`src/design/assert_macros.svh`:
```
// Assertion macros shared by the frame receiver modules.
// Include this header with `include; it has no other dependencies.
`ifndef ASSERT_MACROS_SVH
`define ASSERT_MACROS_SVH

// The consequent must hold in the same cycle as the antecedent.
`define ASSERT_SAME(label, clk, rst, ante, cons) \
  label: assert property (@(posedge clk) disable iff (rst) (ante) |-> (cons)) \
    else $error("same-cycle check failed");

// The consequent must hold in the cycle after the antecedent.
`define ASSERT_NEXT(label, clk, rst, ante, cons) \
  label: assert property (@(posedge clk) disable iff (rst) (ante) |=> (cons)) \
    else $error("next-cycle check failed");

`endif

```
`src/design/wsfr_pkg.sv`:
```
// Shared types, codes and helpers for the WebSocket frame receiver.
// No dependencies; every design module imports this package.
package wsfr_pkg;

  localparam int LENGTH_BITS_DEFAULT = 32;
  localparam logic [31:0] MAX_PAYLOAD_RESET = 32'd1048500;

  // Event kinds.
  localparam logic [1:0] KIND_HEADER  = 2'd0;
  localparam logic [1:0] KIND_PAYLOAD = 2'd1;
  localparam logic [1:0] KIND_ERROR   = 2'd2;

  // Error codes.
  localparam logic ERR_PROTOCOL  = 1'b0;
  localparam logic ERR_TOO_LARGE = 1'b1;

  // Opcodes that need special handling.
  localparam logic [3:0] OP_BINARY = 4'h2;
  localparam logic [3:0] OP_CLOSE  = 4'h8;
  localparam logic [3:0] OP_PING   = 4'h9;
  localparam logic [3:0] OP_PONG   = 4'hA;

  localparam logic [6:0] LEN7_CTRL_MAX = 7'd125;
  localparam logic [6:0] LEN7_EXT16   = 7'd126;
  localparam logic [6:0] LEN7_EXT64   = 7'd127;

  localparam logic [15:0] CLOSE_NO_STATUS = 16'd1005;

  typedef struct packed {
    logic [1:0]  kind;
    logic        fin;
    logic [3:0]  opcode;
    logic [31:0] length;
    logic [15:0] close_code;
    logic [7:0]  data;
    logic        last;
    logic        err;
  } wsfr_result_t;

  // Mask key bytes are applied most significant first.
  function automatic logic [7:0] mask_byte(input logic [31:0] key, input logic [1:0] pos);
    logic [7:0] b;
    case (pos)
      2'd0: b = key[31:24];
      2'd1: b = key[23:16];
      2'd2: b = key[15:8];
      default: b = key[7:0];
    endcase
    return b;
  endfunction

endpackage

```
`src/design/wsfr_parser.sv`:
```
// Frame parser: header collection, payload unmasking and error detection.
// Depends on wsfr_pkg and assert_macros.svh.
`include "assert_macros.svh"

module wsfr_parser #(
  parameter int LENGTH_BITS = wsfr_pkg::LENGTH_BITS_DEFAULT
) (
  input  logic                  clk,
  input  logic                  rst,
  input  logic                  accept,
  input  logic [7:0]            rx_byte,
  input  logic [31:0]           max_payload_length,
  output logic                  emit,
  output wsfr_pkg::wsfr_result_t result
);
  import wsfr_pkg::*;

  localparam logic [1:0] PH_HEADER = 2'd0;
  localparam logic [1:0] PH_DATA   = 2'd1;
  localparam logic [1:0] PH_ERROR  = 2'd2;

  // Largest length the length field may carry, clipped to the 32-bit result.
  localparam logic [31:0] LEN_CAP = (LENGTH_BITS >= 32) ? 32'hFFFF_FFFF
                                  : 32'((64'd1 << LENGTH_BITS) - 64'd1);

  logic [1:0]  phase, phase_next;
  logic [3:0]  header_count, header_count_next;
  logic [3:0]  header_size, header_size_next;
  logic [7:0]  first_hdr, first_hdr_next;
  logic [7:0]  second_hdr, second_hdr_next;
  logic [31:0] len_acc, len_acc_next;
  logic        len_high, len_high_next;
  logic [31:0] mask_key, mask_key_next;
  logic [15:0] close_acc, close_acc_next;
  logic [31:0] bytes_remaining, bytes_remaining_next;
  logic [1:0]  mask_pos, mask_pos_next;

  logic [3:0]  op;
  logic        rsv_set, is_ctrl, op_known;
  logic [7:0]  mbyte;
  logic [7:0]  sec_eff;
  logic [6:0]  len7;
  logic [3:0]  ext_bytes;
  logic [4:0]  mstart, cstart, idx;
  logic [3:0]  size_new, size_eff, count_inc;
  logic        ctrl_err;
  logic        in_len, in_mask;
  logic [31:0] acc_upd, mask_upd, len_adj;
  logic        high_upd;
  logic [15:0] close_upd;
  logic [1:0]  mpos_upd;
  logic        hdr_done, too_large;

  assign op       = first_hdr[3:0];
  assign rsv_set  = (first_hdr[6:4] != 3'd0);
  assign is_ctrl  = (op == OP_CLOSE) || (op == OP_PING) || (op == OP_PONG);
  assign op_known = (op <= OP_BINARY) || is_ctrl;
  assign mbyte    = mask_byte(mask_key, mask_pos);

  // The second header byte is used in the cycle it arrives.
  assign sec_eff   = (header_count == 4'd1) ? rx_byte : second_hdr;
  assign len7      = sec_eff[6:0];
  assign ext_bytes = (len7 == LEN7_EXT64) ? 4'd8 : (len7 == LEN7_EXT16) ? 4'd2 : 4'd0;
  assign mstart    = 5'd2 + {1'b0, ext_bytes};
  assign cstart    = mstart + (sec_eff[7] ? 5'd4 : 5'd0);
  assign size_new  = 4'd2 + ext_bytes + (sec_eff[7] ? 4'd4 : 4'd0)
                   + (((op == OP_CLOSE) && (len7 != 7'd0)) ? 4'd2 : 4'd0);
  assign idx       = {1'b0, header_count};
  assign ctrl_err  = is_ctrl && (rsv_set || (len7 > LEN7_CTRL_MAX)
                     || ((op == OP_CLOSE) && (len7 == 7'd1)));

  assign in_len  = (idx < mstart);
  assign in_mask = !in_len && (idx < cstart);

  always_comb begin
    acc_upd   = len_acc;
    high_upd  = len_high;
    mask_upd  = mask_key;
    close_upd = close_acc;
    mpos_upd  = mask_pos;
    if (header_count == 4'd1) begin
      acc_upd  = (len7 >= LEN7_EXT16) ? 32'd0 : {25'd0, len7};
      high_upd = 1'b0;
    end else if (in_len) begin
      // Bits shifted past bit 31 are lost from the 32-bit accumulator, so a sticky flag records them.
      acc_upd  = {len_acc[23:0], rx_byte};
      high_upd = len_high | (len_acc[31:24] != 8'd0);
    end else if (in_mask) begin
      mask_upd = {mask_key[23:0], rx_byte};
    end else begin
      close_upd = {close_acc[7:0], rx_byte ^ mbyte};
      mpos_upd  = mask_pos + 2'd1;
    end
  end

  assign size_eff  = (header_count == 4'd1) ? size_new : header_size;
  assign count_inc = header_count + 4'd1;
  assign hdr_done  = (count_inc >= size_eff);
  // A close frame with a body carries its two-byte code inside the length.
  assign len_adj   = ((op == OP_CLOSE) && (acc_upd != 32'd0)) ? acc_upd - 32'd2 : acc_upd;
  assign too_large = high_upd || (len_adj > max_payload_length) || (len_adj > LEN_CAP);

  always_comb begin
    phase_next           = phase;
    header_count_next    = header_count;
    header_size_next     = header_size;
    first_hdr_next       = first_hdr;
    second_hdr_next      = second_hdr;
    len_acc_next         = len_acc;
    len_high_next        = len_high;
    mask_key_next        = mask_key;
    close_acc_next       = close_acc;
    bytes_remaining_next = bytes_remaining;
    mask_pos_next        = mask_pos;
    emit                 = 1'b0;
    result               = '0;
    result.fin           = first_hdr[7];
    result.opcode        = op;
    if (accept) begin
      unique case (phase)
        PH_DATA: begin
          emit                 = 1'b1;
          result.kind          = KIND_PAYLOAD;
          result.data          = rx_byte ^ mbyte;
          result.last          = (bytes_remaining == 32'd1);
          mask_pos_next        = mask_pos + 2'd1;
          bytes_remaining_next = bytes_remaining - 32'd1;
          if (bytes_remaining == 32'd1) begin
            phase_next        = PH_HEADER;
            header_count_next = 4'd0;
            header_size_next  = 4'd2;
          end
        end
        PH_HEADER: begin
          if (header_count == 4'd0) begin
            first_hdr_next    = rx_byte;
            len_acc_next      = 32'd0;
            len_high_next     = 1'b0;
            mask_key_next     = 32'd0;
            close_acc_next    = 16'd0;
            mask_pos_next     = 2'd0;
            header_count_next = 4'd1;
          end else if ((header_count == 4'd1) && ctrl_err) begin
            phase_next  = PH_ERROR;
            emit        = 1'b1;
            result.kind = KIND_ERROR;
            result.err  = ERR_PROTOCOL;
          end else begin
            second_hdr_next   = sec_eff;
            len_acc_next      = acc_upd;
            len_high_next     = high_upd;
            mask_key_next     = mask_upd;
            close_acc_next    = close_upd;
            mask_pos_next     = mpos_upd;
            header_size_next  = size_eff;
            header_count_next = count_inc;
            if (hdr_done) begin
              emit = 1'b1;
              if (too_large || rsv_set || !op_known) begin
                phase_next  = PH_ERROR;
                result.kind = KIND_ERROR;
                result.err  = too_large ? ERR_TOO_LARGE : ERR_PROTOCOL;
              end else begin
                result.kind   = KIND_HEADER;
                result.length = len_adj;
                if (op == OP_CLOSE) begin
                  result.close_code = (len7 == 7'd0) ? CLOSE_NO_STATUS : close_upd;
                end
                if (len_adj == 32'd0) begin
                  header_count_next = 4'd0;
                  header_size_next  = 4'd2;
                end else begin
                  bytes_remaining_next = len_adj;
                  phase_next           = PH_DATA;
                end
              end
            end
          end
        end
        default: begin
          // Error state: bytes are dropped until reset.
        end
      endcase
    end
  end

  always_ff @(posedge clk) begin
    if (rst) begin
      phase           <= PH_HEADER;
      header_count    <= 4'd0;
      header_size     <= 4'd2;
      first_hdr       <= 8'd0;
      second_hdr      <= 8'd0;
      len_acc         <= 32'd0;
      len_high        <= 1'b0;
      mask_key        <= 32'd0;
      close_acc       <= 16'd0;
      bytes_remaining <= 32'd0;
      mask_pos        <= 2'd0;
    end else begin
      phase           <= phase_next;
      header_count    <= header_count_next;
      header_size     <= header_size_next;
      first_hdr       <= first_hdr_next;
      second_hdr      <= second_hdr_next;
      len_acc         <= len_acc_next;
      len_high        <= len_high_next;
      mask_key        <= mask_key_next;
      close_acc       <= close_acc_next;
      bytes_remaining <= bytes_remaining_next;
      mask_pos        <= mask_pos_next;
    end
  end

  `ASSERT_NEXT(a_error_sticky, clk, rst, phase == PH_ERROR, phase == PH_ERROR)
  `ASSERT_SAME(a_count_below_size, clk, rst, phase == PH_HEADER, header_count < header_size)
  `ASSERT_SAME(a_data_has_bytes, clk, rst, phase == PH_DATA, bytes_remaining != 32'd0)

endmodule

```
`src/design/wsfr_out_reg.sv`:
```
// Result register between the parser and the event channel.
// Depends on wsfr_pkg and assert_macros.svh.
`include "assert_macros.svh"

module wsfr_out_reg (
  input  logic                   clk,
  input  logic                   rst,
  input  logic                   load,
  input  wsfr_pkg::wsfr_result_t result_in,
  input  logic                   event_stall,
  output logic                   event_valid,
  output logic                   hold,
  output wsfr_pkg::wsfr_result_t result_q
);
  import wsfr_pkg::*;

  // A new result may enter in the same cycle as the old one is transferred.
  assign hold = event_valid && event_stall;

  always_ff @(posedge clk) begin
    if (rst) begin
      event_valid <= 1'b0;
    end else if (load) begin
      event_valid <= 1'b1;
    end else if (!event_stall) begin
      event_valid <= 1'b0;
    end
  end

  always_ff @(posedge clk) begin
    if (load) begin
      result_q <= result_in;
    end
  end

  `ASSERT_SAME(a_no_overwrite, clk, rst, load, !hold)

endmodule

```
`src/design/websocket_frame_receiver_top.sv`:
```
// Channel   Dir  Handshake               Payload
// rx        in   rx_valid / rx_stall     rx_byte
// event     out  event_valid / event_stall  event_kind .. error_code
// cfg       in   cfg_write               cfg_data (max_payload_length)
//
// One byte is taken per cycle while rx is not stalled; its event, if any, is registered in the following cycle.
// The single-pass parser update from stored header state sets this rate.
// Synchronous reset returns the parser to header parsing, empties the result
// register and restores max_payload_length to its default.
// rx is stalled only while a result waits in the register and event is stalled.
// Top level of the frame receiver: the limit register, the parser and the result register.
// Depends on wsfr_pkg, wsfr_parser and wsfr_out_reg.
module websocket_frame_receiver_top #(
  parameter int LENGTH_BITS = wsfr_pkg::LENGTH_BITS_DEFAULT
) (
  input  logic        clk,
  input  logic        rst,
  input  logic        rx_valid,
  output logic        rx_stall,
  input  logic [7:0]  rx_byte,
  input  logic        cfg_write,
  input  logic [31:0] cfg_data,
  output logic        event_valid,
  input  logic        event_stall,
  output logic [1:0]  event_kind,
  output logic        fin_flag,
  output logic [3:0]  frame_opcode,
  output logic [31:0] payload_length,
  output logic [15:0] close_code,
  output logic [7:0]  data_byte,
  output logic        last_byte,
  output logic        error_code
);
  import wsfr_pkg::*;

  logic [31:0]  max_payload_length;
  logic         accept;
  logic         emit;
  logic         hold;
  wsfr_result_t result_d;
  wsfr_result_t result_q;

  always_ff @(posedge clk) begin
    if (rst) begin
      max_payload_length <= MAX_PAYLOAD_RESET;
    end else if (cfg_write) begin
      max_payload_length <= cfg_data;
    end
  end

  assign rx_stall = hold;
  assign accept   = rx_valid && !hold;

  wsfr_parser #(
    .LENGTH_BITS(LENGTH_BITS)
  ) u_parser (
    .clk                (clk),
    .rst                (rst),
    .accept             (accept),
    .rx_byte            (rx_byte),
    .max_payload_length (max_payload_length),
    .emit               (emit),
    .result             (result_d)
  );

  wsfr_out_reg u_out_reg (
    .clk         (clk),
    .rst         (rst),
    .load        (emit),
    .result_in   (result_d),
    .event_stall (event_stall),
    .event_valid (event_valid),
    .hold        (hold),
    .result_q    (result_q)
  );

  assign event_kind     = result_q.kind;
  assign fin_flag       = result_q.fin;
  assign frame_opcode   = result_q.opcode;
  assign payload_length = result_q.length;
  assign close_code     = result_q.close_code;
  assign data_byte      = result_q.data;
  assign last_byte      = result_q.last;
  assign error_code     = result_q.err;

endmodule

```
`config.mk`:
```
export PLATFORM = sky130hd
export DESIGN_NAME = websocket_frame_receiver_top
export DESIGN_NICKNAME = d
export VERILOG_FILES = /design/src/design/wsfr_pkg.sv /design/src/design/wsfr_parser.sv /design/src/design/wsfr_out_reg.sv /design/src/design/websocket_frame_receiver_top.sv
export VERILOG_INCLUDE_DIRS = /design/src /design/src/design
export SDC_FILE = /design/constraint.sdc
export NUM_CORES = 1
export LEC_CHECK = 0
export ABC_AREA = 1
export BUFFER_PORTS_ARGS = -buffer_cell sky130_fd_sc_hd__buf_2
export CORE_MARGIN = 3
export CORE_UTILIZATION = 45
export CTS_CLUSTER_SIZE = 28
export DETAILED_ROUTE_END_ITERATION = 7
export GPL_TIMING_DRIVEN = 0
export PLACE_DENSITY = 0.64
export SETUP_SLACK_MARGIN = 0.5
export SYNTH_ARGS = -nofsm -noshare
export SYNTH_HDL_FRONTEND = slang
export SYNTH_SLANG_ARGS = --single-unit
```
`constraint.sdc`:
```
create_clock -name clk -period 6.8 [get_ports clk]
set_input_delay 1.36 -clock clk [delete_from_list [all_inputs] [get_ports clk]]
set_output_delay 1.36 -clock clk [all_outputs]
set_load 0.05 [all_outputs]
```
Word-level counts from Yosys, hierarchy flattened
Cells that the tools add are included.

Register bits: 239. Input port bits: 45. Output and inout bits: 67. Logic and storage cells: 195.

Add/subtract/negate cells: 9. Magnitude comparators: 8. Equal/unequal tests: 27. Muxes and demuxes: 75. Bitwise gates (word level): 9. Reduce and logical (&&, ||, !) cells: 45.

Operators by type and width (count): $mux W32 (15); $mux W16 (5); $pmux W32 S2 (1); $mux W4 (14); $mux W2 (17); $eq A32 B1 Y1 const B (1); $gt A32 B32 Y1 (1); $gt A32 B32 Y1 const B (1); $logic_not A32 Y1 (1); $reduce_bool A32 Y1 (1); $sub A32 B1 Y32 const B (1); $sub A32 B2 Y32 const B (1); $pmux W8 S3 (1); $reduce_and A6 Y1 (3); $pmux W4 S2 (2); $eq A7 B7 Y1 const B (2); $eq A4 B4 Y1 const B (3); $ne A2 B2 Y1 const B (6); $pmux W2 S2 (3); $reduce_or A6 Y1 (2); $mux W1 (11); $lt A4 B5 Y1 (2); $mux W10 (1); $logic_or A1 B1 Y1 (9); 42 further kinds (69).

Longest topological paths before layout
Gate-level depths: netlist (run 1).

Depth after elaboration: 22. Mapped depth: 50. Gate-level depth less buffers: 47.

Cells and area by module
A second synthesis (run 1) with hierarchy kept.

Cell total of the unflattened synthesis: 2040. Area total of the unflattened synthesis: 14262.4 µm².

By module, submodules not included: wsfr_parser (instances 1, cells each 1797, area each 11059.4 µm², sequential area each 2822.7 µm²); wsfr_out_reg (instances 1, cells each 70, area each 1991.9 µm², sequential area each 1971.9 µm²); websocket_frame_receiver_top (instances 1, cells each 173, area each 1211.2 µm², sequential area each 640.6 µm²).

Least setup slack after synthesis (run 1)
No wires, ideal clock.

Path kind: input to register. From: input port rx_byte[4]. To: register u_parser.bytes_remaining[20]. Library setup time: 0.067 ns. Arrival: 7.004 ns. Setup slack: -0.271 ns. Stages: 41. Path buffers: 2. Cell sequence: nand3_1 -> nand2_1 -> nand2_1 -> nor2_2 -> inv_1 -> nor3_1 -> inv_1 -> nor2_1 -> inv_1 -> ha_1 -> clkinv_1 -> clkbuf_1 -> nand3_1 -> nand3_1 -> nand2_1 -> inv_1 -> ha_1 -> nand3_1 -> [... 5 more ...] -> nand2_1 -> nand2_1 -> inv_1 -> ha_1 -> nand4_1 -> nor4_1 -> inv_1 -> nor4_1 -> a32o_1 -> nand2_1 -> inv_1 -> nand2_1 -> nor2_1 -> inv_1 -> a211oi_1 -> clkbuf_1 -> nand4_1 -> a21oi_2.

Longest elaborated chain between the ends: 18. Elaborated cells on any way between the ends: 50.

RTL lines: start, declared (line websocket_frame_receiver_top.sv:20) `input logic [7:0] rx_byte,`; $mux W8 (line wsfr_parser.sv:61) `assign sec_eff = (header_count == 4'd1) ? rx_byte : second_hdr;`; $eq A7 B7 Y1 (line wsfr_parser.sv:63) `assign ext_bytes = (len7 == LEN7_EXT64) ? 4'd8 : (len7 == LEN7_EXT16) ? 4'd2 : 4'd0;`; $mux W2 (line wsfr_parser.sv:63); $mux W4 (line wsfr_parser.sv:63); $add A2 B4 Y5 (line wsfr_parser.sv:64) `assign mstart = 5'd2 + {1'b0, ext_bytes};`; $lt A4 B5 Y1 (line wsfr_parser.sv:72) `assign in_len = (idx < mstart);`; $mux W32 (line wsfr_parser.sv:84) `end else if (in_len) begin`; $mux W32 (*) (line wsfr_parser.sv:81) `if (header_count == 4'd1) begin`; parallel branches: the longest is 2 deep, another holds $sub A32 B2 Y32; $mux W32 (*) (line wsfr_parser.sv:100) `assign len_adj = ((op == OP_CLOSE) && (acc_upd != 32'd0)) ? acc_upd - 32'd2 : acc_upd;`; via u_parser.len_adj[29] (line wsfr_parser.sv:48) `logic [31:0] acc_upd, mask_upd, len_adj;`; $gt A32 B32 Y1 (line wsfr_parser.sv:101) `assign too_large = high_upd || (len_adj > max_payload_length) || (len_adj > LEN_CAP);`; $logic_or A1 B1 Y1 (2 in a row) (line wsfr_parser.sv:101); $logic_or A1 B1 Y1 (2 in a row) (line wsfr_parser.sv:159) `if (too_large || rsv_set || !op_known) begin`; $ne A2 B2 Y1 (no line); $reduce_and A7 Y1 (no line) (*); end signal, assigned (line wsfr_parser.sv:210) `bytes_remaining <= bytes_remaining_next;`; end, declared (line wsfr_parser.sv:35) `logic [31:0] bytes_remaining, bytes_remaining_next;`.

Mark *: on every way through the listed nets, which the timed path passes. The select of a mux whose other input is x is not followed. A chain may end at the register's enable or synchronous reset.

Worst setup path after layout (run 1)
From: input port rx_byte[2]. To: register u_parser.bytes_remaining[23].

The elaborated chain is that of the path after synthesis.

==> results of run 1 <==
-- power by group through the flow --
stage | Sequential [mW] | Clock, mW | Combinational [mW]
final | 1.86 | 1.59 | 4.78
after global routing | 1.89 | 1.68 | 5.19
after CTS | 1.86 | 1.61 | 4.32
after detailed placement | 1.88 | 0 | 3.95
after global placement | 1.89 | 0 | 3.91
after floorplan | 2.30 | 0 | 2.48
-- final cells by class --
type                       count  share of cell area (%)
inverter                     300                   6.404
sequential                   239                   30.70
multi-input combinational   1376                   43.92
clock inverter                14                   1.165
tap                          390                   2.754
buffer                        87                   3.086
clock buffer                  38                   4.336
timing repair buffer         202                   7.633
-- path summary, 6_finish.rpt --
kind	to	slack (ns)	cells past startpoint
worst max register to register	u_parser.bytes_remaining[23]$_SDFFE_PP0P_	0.55	47
worst min-delay path	u_out_reg.result_q[62]$_DFFE_PP_	0.46	0
worst min register to register	u_out_reg.result_q[62]$_DFFE_PP_	0.46	0
worst max-delay path	u_parser.bytes_remaining[23]$_SDFFE_PP0P_	0.48	44
-- per-layer routing --
metal / track usage, % / part of all wire [%]
met1: 35.85 / 43
met2: 43.84 / 45
met3: 3.466 / 7.4
met4: 10.21 / 4.9
met5: 0 / 0
-- sequential cells by signal, summed over array words and instances (netlist names), 8 cells and up --
| signal | flops |
|---|---|
| u_parser.len_acc | 32 |
| u_parser.close_acc | 16 |
| u_out_reg.result_q | 65 |
| u_parser.second_hdr | 8 |
| max_payload_length | 32 |
| u_parser.bytes_remaining | 32 |
| u_parser.first_hdr | 8 |
| u_parser.mask_key | 32 |
-- worst register-to-register path: cells and delay by family, from the launching register on --
kind	cells	cell delay, ns
and+or+nand+nor	23	2.15
buffers and inverters	13	1.47
AOI/OAI and AO/OA	8	1.31
adders and majority gates	3	0.77
DFF	1	0.42
-- metrics by stage --
stage                     power [mW]  setup TNS, ns  cells
after detailed placement       5.830         -85.93   2503
after CTS                      7.785              0   2599
final                          8.230              0   2646
after floorplan                4.781              0   2002
after global placement         5.803        -108.12   2503
after global routing           8.750              0   2646
-- repair_timing --
item | 4_1_cts | 5_1_grt
gates cloned | 2 | 3
setup endpoints to repair | 92 | 158
gates resized for setup | 111 | 150
pin swaps | 24 | 55
buffers inserted | 42 | 44
-- layout by cell type (no fill, tap or decap), types with 4 or more instances in the layout --
cell	synthesis	routed
nand2_1	468	399
inv_1	292	277
nor2_1	222	203
dfxtp_1	174	170
a21oi_1	162	150
nand3_1	169	137
o21ai_0	114	114
buf_2	9	109
buf_4	1	93
edfxtp_1	65	65
clkbuf_1	63	61
nand2_2	6	52
ha_1	54	48
o22ai_1	39	39
clkbuf_16	0	32
nand2_4	4	24
nand3_2	7	21
xor2_1	21	21
nand3_4	1	19
nor2_2	7	16
nand4_1	15	15
inv_2	3	15
a21oi_2	1	13
nor2_4	1	11
buf_8	0	11
or2_2	11	11
xnor2_1	10	10
o221ai_1	11	10
nand3b_1	9	9
a31oi_1	8	8
buf_6	10	6
clkbuf_8	0	6
ha_4	0	6
clkinv_1	5	5
clkinv_2	0	5
mux2i_1	4	4
nor3_1	6	4
bufinv_16	0	4
dfxtp_2	0	4
-- cell families (layout without fill, tap and decap cells) --
logic type               Yosys count  in the layout  share of synthesized area (%)
AND/OR/NAND/NOR                  935            935                          28.74
buffers and inverters            387            641                          11.13
AO/OA/AOI/OAI                    352            352                          13.81
flip-flops                       239            239                          39.20
adder cells (fa/ha/maj)           54             54                          4.873
XOR/XNOR                          31             31                          1.958
multiplexers                       4              4                         0.2888
==> impl.org, run 1 <==
** Global route
- The number of global-route vias before repair was 13,220.
- Remaining global-route overflow :: 0
- First-pass GRT wire length :: 71,150 um
- Entering global routing, the biggest net connects 67 pins.
- The initial antenna violation count came to 0.
- GRT Overall Usage :: 26.65%

** Flow run
- The tool flagged a number of max-cap violations equal to 0.

** Critical path
- CP startpoint kind :: primary input
- For the worst setup path, the data arrival time is 6.73 ns.
- The worst setup path is captured at a flop.
- Critical Path Slowest Stage Cell :: ha_4
- Counting stages on the worst path, the most repeated cell is nand2_2.
- Broken down by cell family, the worst path's largest delay share belongs to simple AND/OR/NAND/NOR gates.
- Buf+Inv Stages, Crit Path :: 12
- Reg-to-reg critical path startpoint :: u_parser.header_count[0]$_SDFFE_PP0P_
- In this design, the stage delay of the slowest critical-path cell is 0.29 ns.
- In this run the worst setup path begins at rx_byte[2].
- In this run the worst path has a maximum fanout of 8.
- The critical path is of the in -> reg type.
- Critical path required time :: 7.21 ns

** Final layout
- At the end of the flow the core is filled with cells to 59.00%.
- The repair_antennas step left the layout with diodes totalling 0.
- Cell area after layout :: 17,720 um2
- Across the whole layout, storage elements account for 5440 um2.
- At the end of the flow, the number of nets in the layout was 2,333.
- From synthesis to final layout, the design area changed by 27.80%.
- Multi-input combinational cell area :: 7782 um2
- After filler insertion, the fill cell instance count of the layout stands at 2,789.
- Fraction of layout cells with a size suffix above 1 :: 21.50%

** Floorplan
- Once the floorplan was initialized, standard cells occupied 46.17% of the core.
- In this run the vertical extent of the chip is 181.5 um.
- The total area inside the core boundary comes to 30,030 um2.
- Die Span X :: 181.5 um
- The die covers 32,950 um2.
- Top-Level Pins :: 112
- Row Count :: 63

** Placement
- Setup slack after placement :: -1.070 ns
- Detailed placement finished with a half-perimeter wire length of 32,690 um.
- Number of port buffers :: 111
- Placed cell areas :: 15,010 um2
- GP Congestion :: 0.9802

** Synth
- Number of enable flip-flop cells after synthesis :: 65
- After synthesis, the largest area contributor takes up 25.12% of total cell area.
- Sequential elements use 39.20% of the synthesized area.
- Yosys mapped the design onto 49 distinct sky130hd cell types.
- Synthesized Nets :: 2,101
- Synthesized instance count :: 2,002
- Synthesized area per cell :: 6.925 um2
- Summing every instance area after synthesis gives 13,860 um2.
- #FFs+latches synth :: 239
- Counting instances in the post-synthesis netlist gives the leading cell types as nand2_1, inv_1, nor2_1.
- The largest total area in the synthesized netlist belongs to dfxtp_1.
- For this run, the number of Yosys warnings is 0.
- Share of synthesized flip-flops with an asynchronous set or reset :: 0%
- Leading register cell type out of synthesis :: dfxtp_1
- Yosys instantiated no cell more often than nand2_1.
- Top area cells in the synthesized netlist :: dfxtp_1, edfxtp_1, nand2_1, inv_1, nand3_1

** STA
- In this run the tightest slew margin relative to its limit is 31.92%.
- Tightest Pin Transition :: 1.017 ns
- Count of endpoints failing setup in the final report :: 0
- Hold violation count in the final report :: 0
- After layout, the worst path uses 92.92% of the clock period.
- The smallest clock period supported by the final layout is computed as 6.318 ns.
- In the post-route analysis, the smallest setup slack over all paths is 0.4818 ns.
- Number of pins exceeding their max-slew limit in the final report :: 0
- Worst Hold Slack :: 0.4589 ns
- The clock arrives with 0.02528 ns of skew.
- Based on the critical path, the design can be clocked at up to 0.1583 GHz.
- Setup repair after global routing missed its margin :: true

** Clock tree
- No sink is reached through more buffers than the 3 on the longest clock path.
- CTS tree :: built
- Clock transition time at the flip-flop clock pins of the worst setup and hold paths :: 0.06 ns
- Clk root buf :: clkbuf_16
- Source-to-sink clock delay at the later pin of the worst-skew pair :: 0.57 ns
- Number of levels in the clock H-tree :: 1
- Clock sink count :: 239
- Clock buffer count from CTS :: 28
- After clock tree synthesis, the flow added hold-fix buffers numbering 0.

** Drt
- Initial DRC count :: 1,187
- Routed via count divided by cell count :: 5.428
- For this run, design rule violations remaining after detail routing come to 0.
- DR vias :: 14,360
- The first detailed-routing pass took 5 iterations.
- Average routed wire per standard cell :: 17.77 um
- The routed design has 47,010 um of wire.
- Count of antenna-violating nets left after detailed routing :: 0

** Power and ir drop
- Proportion of power drawn by flip-flops and latches :: 22.6%
- The analysis attributes to net switching a power of 4.038 mW.
- The clock network is responsible for 19.3% of the overall power.
- Leakage power summed over all cells :: 8.042 nW
- Switching share of total power :: 49.06%
- IR analysis of the VDD net gives a maximum drop of 0.0002530 V.
- Internal power comes to 4.192 mW.
- Dividing total power by cell area gives a power density of 464.5 nW/um2.
- Power share of the combinational group :: 58.1%

** Min path
- Start point of the worst min-delay path :: u_parser.first_hdr[7]$_SDFFE_PP0P_
- Worst hold path type :: reg -> reg

** Run status
- The run finished with clean final reports.
No activity file was read; power rests on OpenSTA's default activity.
==> run 2: changes to the inputs <==
--- a/config.mk
+++ b/config.mk
@@ -13,7 +13,7 @@
 export CTS_CLUSTER_SIZE = 28
 export DETAILED_ROUTE_END_ITERATION = 7
 export GPL_TIMING_DRIVEN = 0
-export PLACE_DENSITY = 0.64
+export PLACE_DENSITY = 0.62
 export SETUP_SLACK_MARGIN = 0.5
 export SYNTH_ARGS = -nofsm -noshare
 export SYNTH_HDL_FRONTEND = slang
==> constraint.sdc (replaced) <==
create_clock -name clk -period 5.9 [get_ports clk]
set_input_delay 1.18 -clock clk [delete_from_list [all_inputs] [get_ports clk]]
set_output_delay 1.18 -clock clk [all_outputs]
set_load 0.05 [all_outputs]
==> run 2 against run 1 <==
The flow now finishes with violations (setup timing). Routed wire length increased by 2.3%. Clock power increased by 9%. Power increased by 16%. Cell area increased by 1.7%. Global-route usage increased by 0.86 points. Combinational power increased by 19%. Critical endpoint unchanged. Largest cell class unchanged. Highest routed layer unchanged.
==> impl.org, run 2 (synthesized netlist as in run 1, its figures left out) <==
** Drt
- The DRC violation total after the first TritonRoute iteration came to 1,085 (was 1,187).
- The routed length per placed instance came to 18.18 um (was 17.77 um).
- The count of nets left with antenna violations after detail routing came to 0 (unchanged).
- The total DRC errors in the routed layout was 0 (unchanged).
- The aggregate routed wire length was 48,100 um (was 47,010 um).
- First-pass detailed-route iteration total :: 5 (unchanged)
- The routed via count divided by cell count was 5.433 (was 5.428).
- The via count is 14,370 (was 14,360).

** Power and ir drop
- Pwr per Cell Area :: 530.8 nW/um2 (was 464.5 nW/um2)
- The worst vdd rail ir drop is 0.0002772 V (was 0.0002530 V).
- The static leakage came to 8.098 nW (was 8.042 nW).

** Clock tree
- The clock tree from TritonCTS is built (unchanged).
- The maximum clock path buffer count came to 3 (unchanged).
- The buffer cell driving the clock tree root is clkbuf_16 (unchanged).
- Cts-stage hold buffer count :: 0 (unchanged)
- Clock buffer count from CTS :: 27 (was 28)
- Source-to-sink clock delay at the later pin of the worst-skew pair :: 0.57 ns (about the same)
- Number of levels in the clock H-tree :: 1 (unchanged)
- The register clock-pin slew on the reported worst setup and hold paths is 0.07 ns (was 0.06 ns).
- Clock sink count :: 239 (unchanged)

** Flow run
- The max-capacitance violation count is 0 (unchanged).

** Final layout
- The largest register by flop count was u_out_reg.result_q (unchanged).
- The antenna cell count is 0 (unchanged).
- Cell area after layout :: 18,020 um2 (was 17,720 um2)
- Max reg flops :: 65 (unchanged)
- Core occupancy in the finished layout :: 60.01% (was 59.00%)
- Commonest non-fill, non-tap cell in the layout :: nand2_1 (unchanged)
- The fraction of layout instances using a drive strength above 1 came to 23.90% (was 21.50%).
- Synth-to-layout area growth :: 30.00% (was 27.80%)
- Final net count :: 2,333 (unchanged)
- Final cell count without fillers :: 2,645 (was 2,646)
- Top library cells by usage in the layout, fill and taps aside: nand2_1, inv_1, nor2_1, dfxtp_1, a21oi_1 (unchanged).

** Placement
- GP Congestion :: 0.9596 (was 0.9802)
- Post-detailed-placement half-perimeter wirelength :: 33,340 um (was 32,690 um)
- Number of port buffers :: 111 (unchanged)
- Setup slack after placement :: -1.714 ns (was -1.070 ns)
- The cell count after placement is 2,503 (unchanged).
- Placed cell areas :: 15,130 um2 (was 15,010 um2)

** STA
- The worst hold margin came to 0.4388 ns (was 0.4589 ns).
- Number of pins exceeding their max-slew limit in the final report :: 0 (unchanged)
- The maximum clock skew at final layout is 0.01244 ns (was 0.02528 ns).
- For the finished layout, the period the worst path requires is 6.276 ns.
- The slew at the pin closest to its max-slew limit came to 0.9401 ns (was 1.017 ns).
- Max Clock Freq :: 0.1593 GHz
- Max-slew headroom at the worst pin :: 37.33% (was 31.92%)
- Of the available clock period, the critical path in the final layout requires 106.4%.
- Count of endpoints failing setup in the final report :: 87 (was 0)
- Hold violation count in the final report :: 0 (unchanged)
- Setup repair after global routing missed its margin :: true (unchanged)
- The smallest setup slack after layout is -0.3764 ns (was 0.4818 ns).

** Critical path
- The type of element launching the critical path is a flop (was primary input).
- The worst-path maximum fanout is 8 (unchanged).
- The critical path endpoint category is a flop (unchanged).
- The data arrival at the endpoint of the critical path came to 6.70 ns (was 6.73 ns).
- Worst setup path category :: reg -> reg (was in -> reg)
- Critical path required time :: 6.32 ns (was 7.21 ns)
- Critical Path Slowest Stage Cell :: nor4_4 (was ha_4)
- The delay of the slowest critical-path stage came to 0.36 ns (was 0.29 ns).

** Floorplan
- Die Span X :: 181.5 um (unchanged)
- Top-Level Pins :: 112 (unchanged)
- The die extent in y came to 181.5 um (unchanged).
- Area of the core :: 30,030 um2 (unchanged)
- The number of rows in the core area came to 63 (unchanged).
- The starting utilization of the core area is 46.17% (unchanged).
- The area enclosed by the die boundary was 32,950 um2 (unchanged).

** Run status
- Run status: finished with violations (was finished, final reports clean).
- Violated checks :: setup timing

** Global route
- The largest net degree at the start of global routing was 67 (unchanged).
- The global-route wire length before repair was 73,310 um (was 71,150 um).
- The remaining global-route overflow is 0 (unchanged).
- The initial antenna violation count is 0 (unchanged).
- The number of global-route vias before repair is 13,460 (was 13,220).
- The global-route usage over all layers is 27.52% (was 26.65%).

** Min path
- Worst hold path type :: reg -> reg (unchanged)
==> run 2: area by class of cell <==
cell class / count / area, um2
inverter: 300 / 1146
timing repair buffer: 201 / 1413
buffer: 87 / 578.1
clock buffer: 28 / 689.4
fill: 2761 / 12010
multi-input combinational: 1378 / 8043
clock inverter: 22 / 219.0
sequential: 239 / 5448
tap: 390 / 488.0
==> run 2: timing repair <==
action                                  CTS  global route
endpoints found under the setup margin   93           158
buffers inserted                         63            21
gates cloned                              3             5
gates resized for setup                 143           159
pin swaps                                36            46
==> run 2: path summary, 6_finish.rpt <==
| kind | startpoint | to | slack [ns] | cells past startpoint |
|---|---|---|---|---|
| max | u_parser.header_count[1]$_SDFFE_PP0P_ | u_parser.bytes_remaining[23]$_SDFFE_PP0P_ | -0.38 | 46 |
| min reg2reg | u_parser.first_hdr[7]$_SDFFE_PP0P_ | u_out_reg.result_q[62]$_DFFE_PP_ | 0.44 | 0 |
| min | u_parser.first_hdr[7]$_SDFFE_PP0P_ | u_out_reg.result_q[62]$_DFFE_PP_ | 0.44 | 0 |
| max reg2reg | u_parser.header_count[1]$_SDFFE_PP0P_ | u_parser.bytes_remaining[23]$_SDFFE_PP0P_ | -0.38 | 46 |
==> run 2: worst max-delay path, delay by kind of cell (launching register included) <==
kind	cells	cell delay, ns
AO/OA/AOI/OAI	4	0.66
AND/OR/NAND/NOR	23	2.78
adder cells (fa/ha/maj)	3	0.72
flip-flops	1	0.35
buffers and inverters	16	1.60
==> run 2: stage by stage <==
| step | power (mW) | setup TNS [ns] |
|---|---|---|
| 3_3_place_gp | 6.736 | -215.92 |
| 4_1_cts | 9.050 | -16.80 |
| 2_1_floorplan | 5.553 | -1.847 |
| 5_1_grt | 10.16 | -52.20 |
| 6_report | 9.567 | -28.03 |
| 3_5_place_dp | 6.782 | -138.49 |
==> run 2: per-layer routing <==
metal | GRT usage, % | vias to the layer above | share of wire, %
li1 | - | 6972 | -
met1 | 36.17 | 6714 | 42
met2 | 45.56 | 555 | 46
met3 | 4.006 | 128 | 7.1
met4 | 11.33 | 0 | 4.4
met5 | 0 | - | 0
==> run 2: report_power, final <==
part           leakage (nW)  internal, mW  switching, mW
Combinational          5.64          1.79           3.91
Clock                 0.435         0.989          0.744
Sequential             2.02          2.00          0.132
Total                  8.10          4.79           4.78
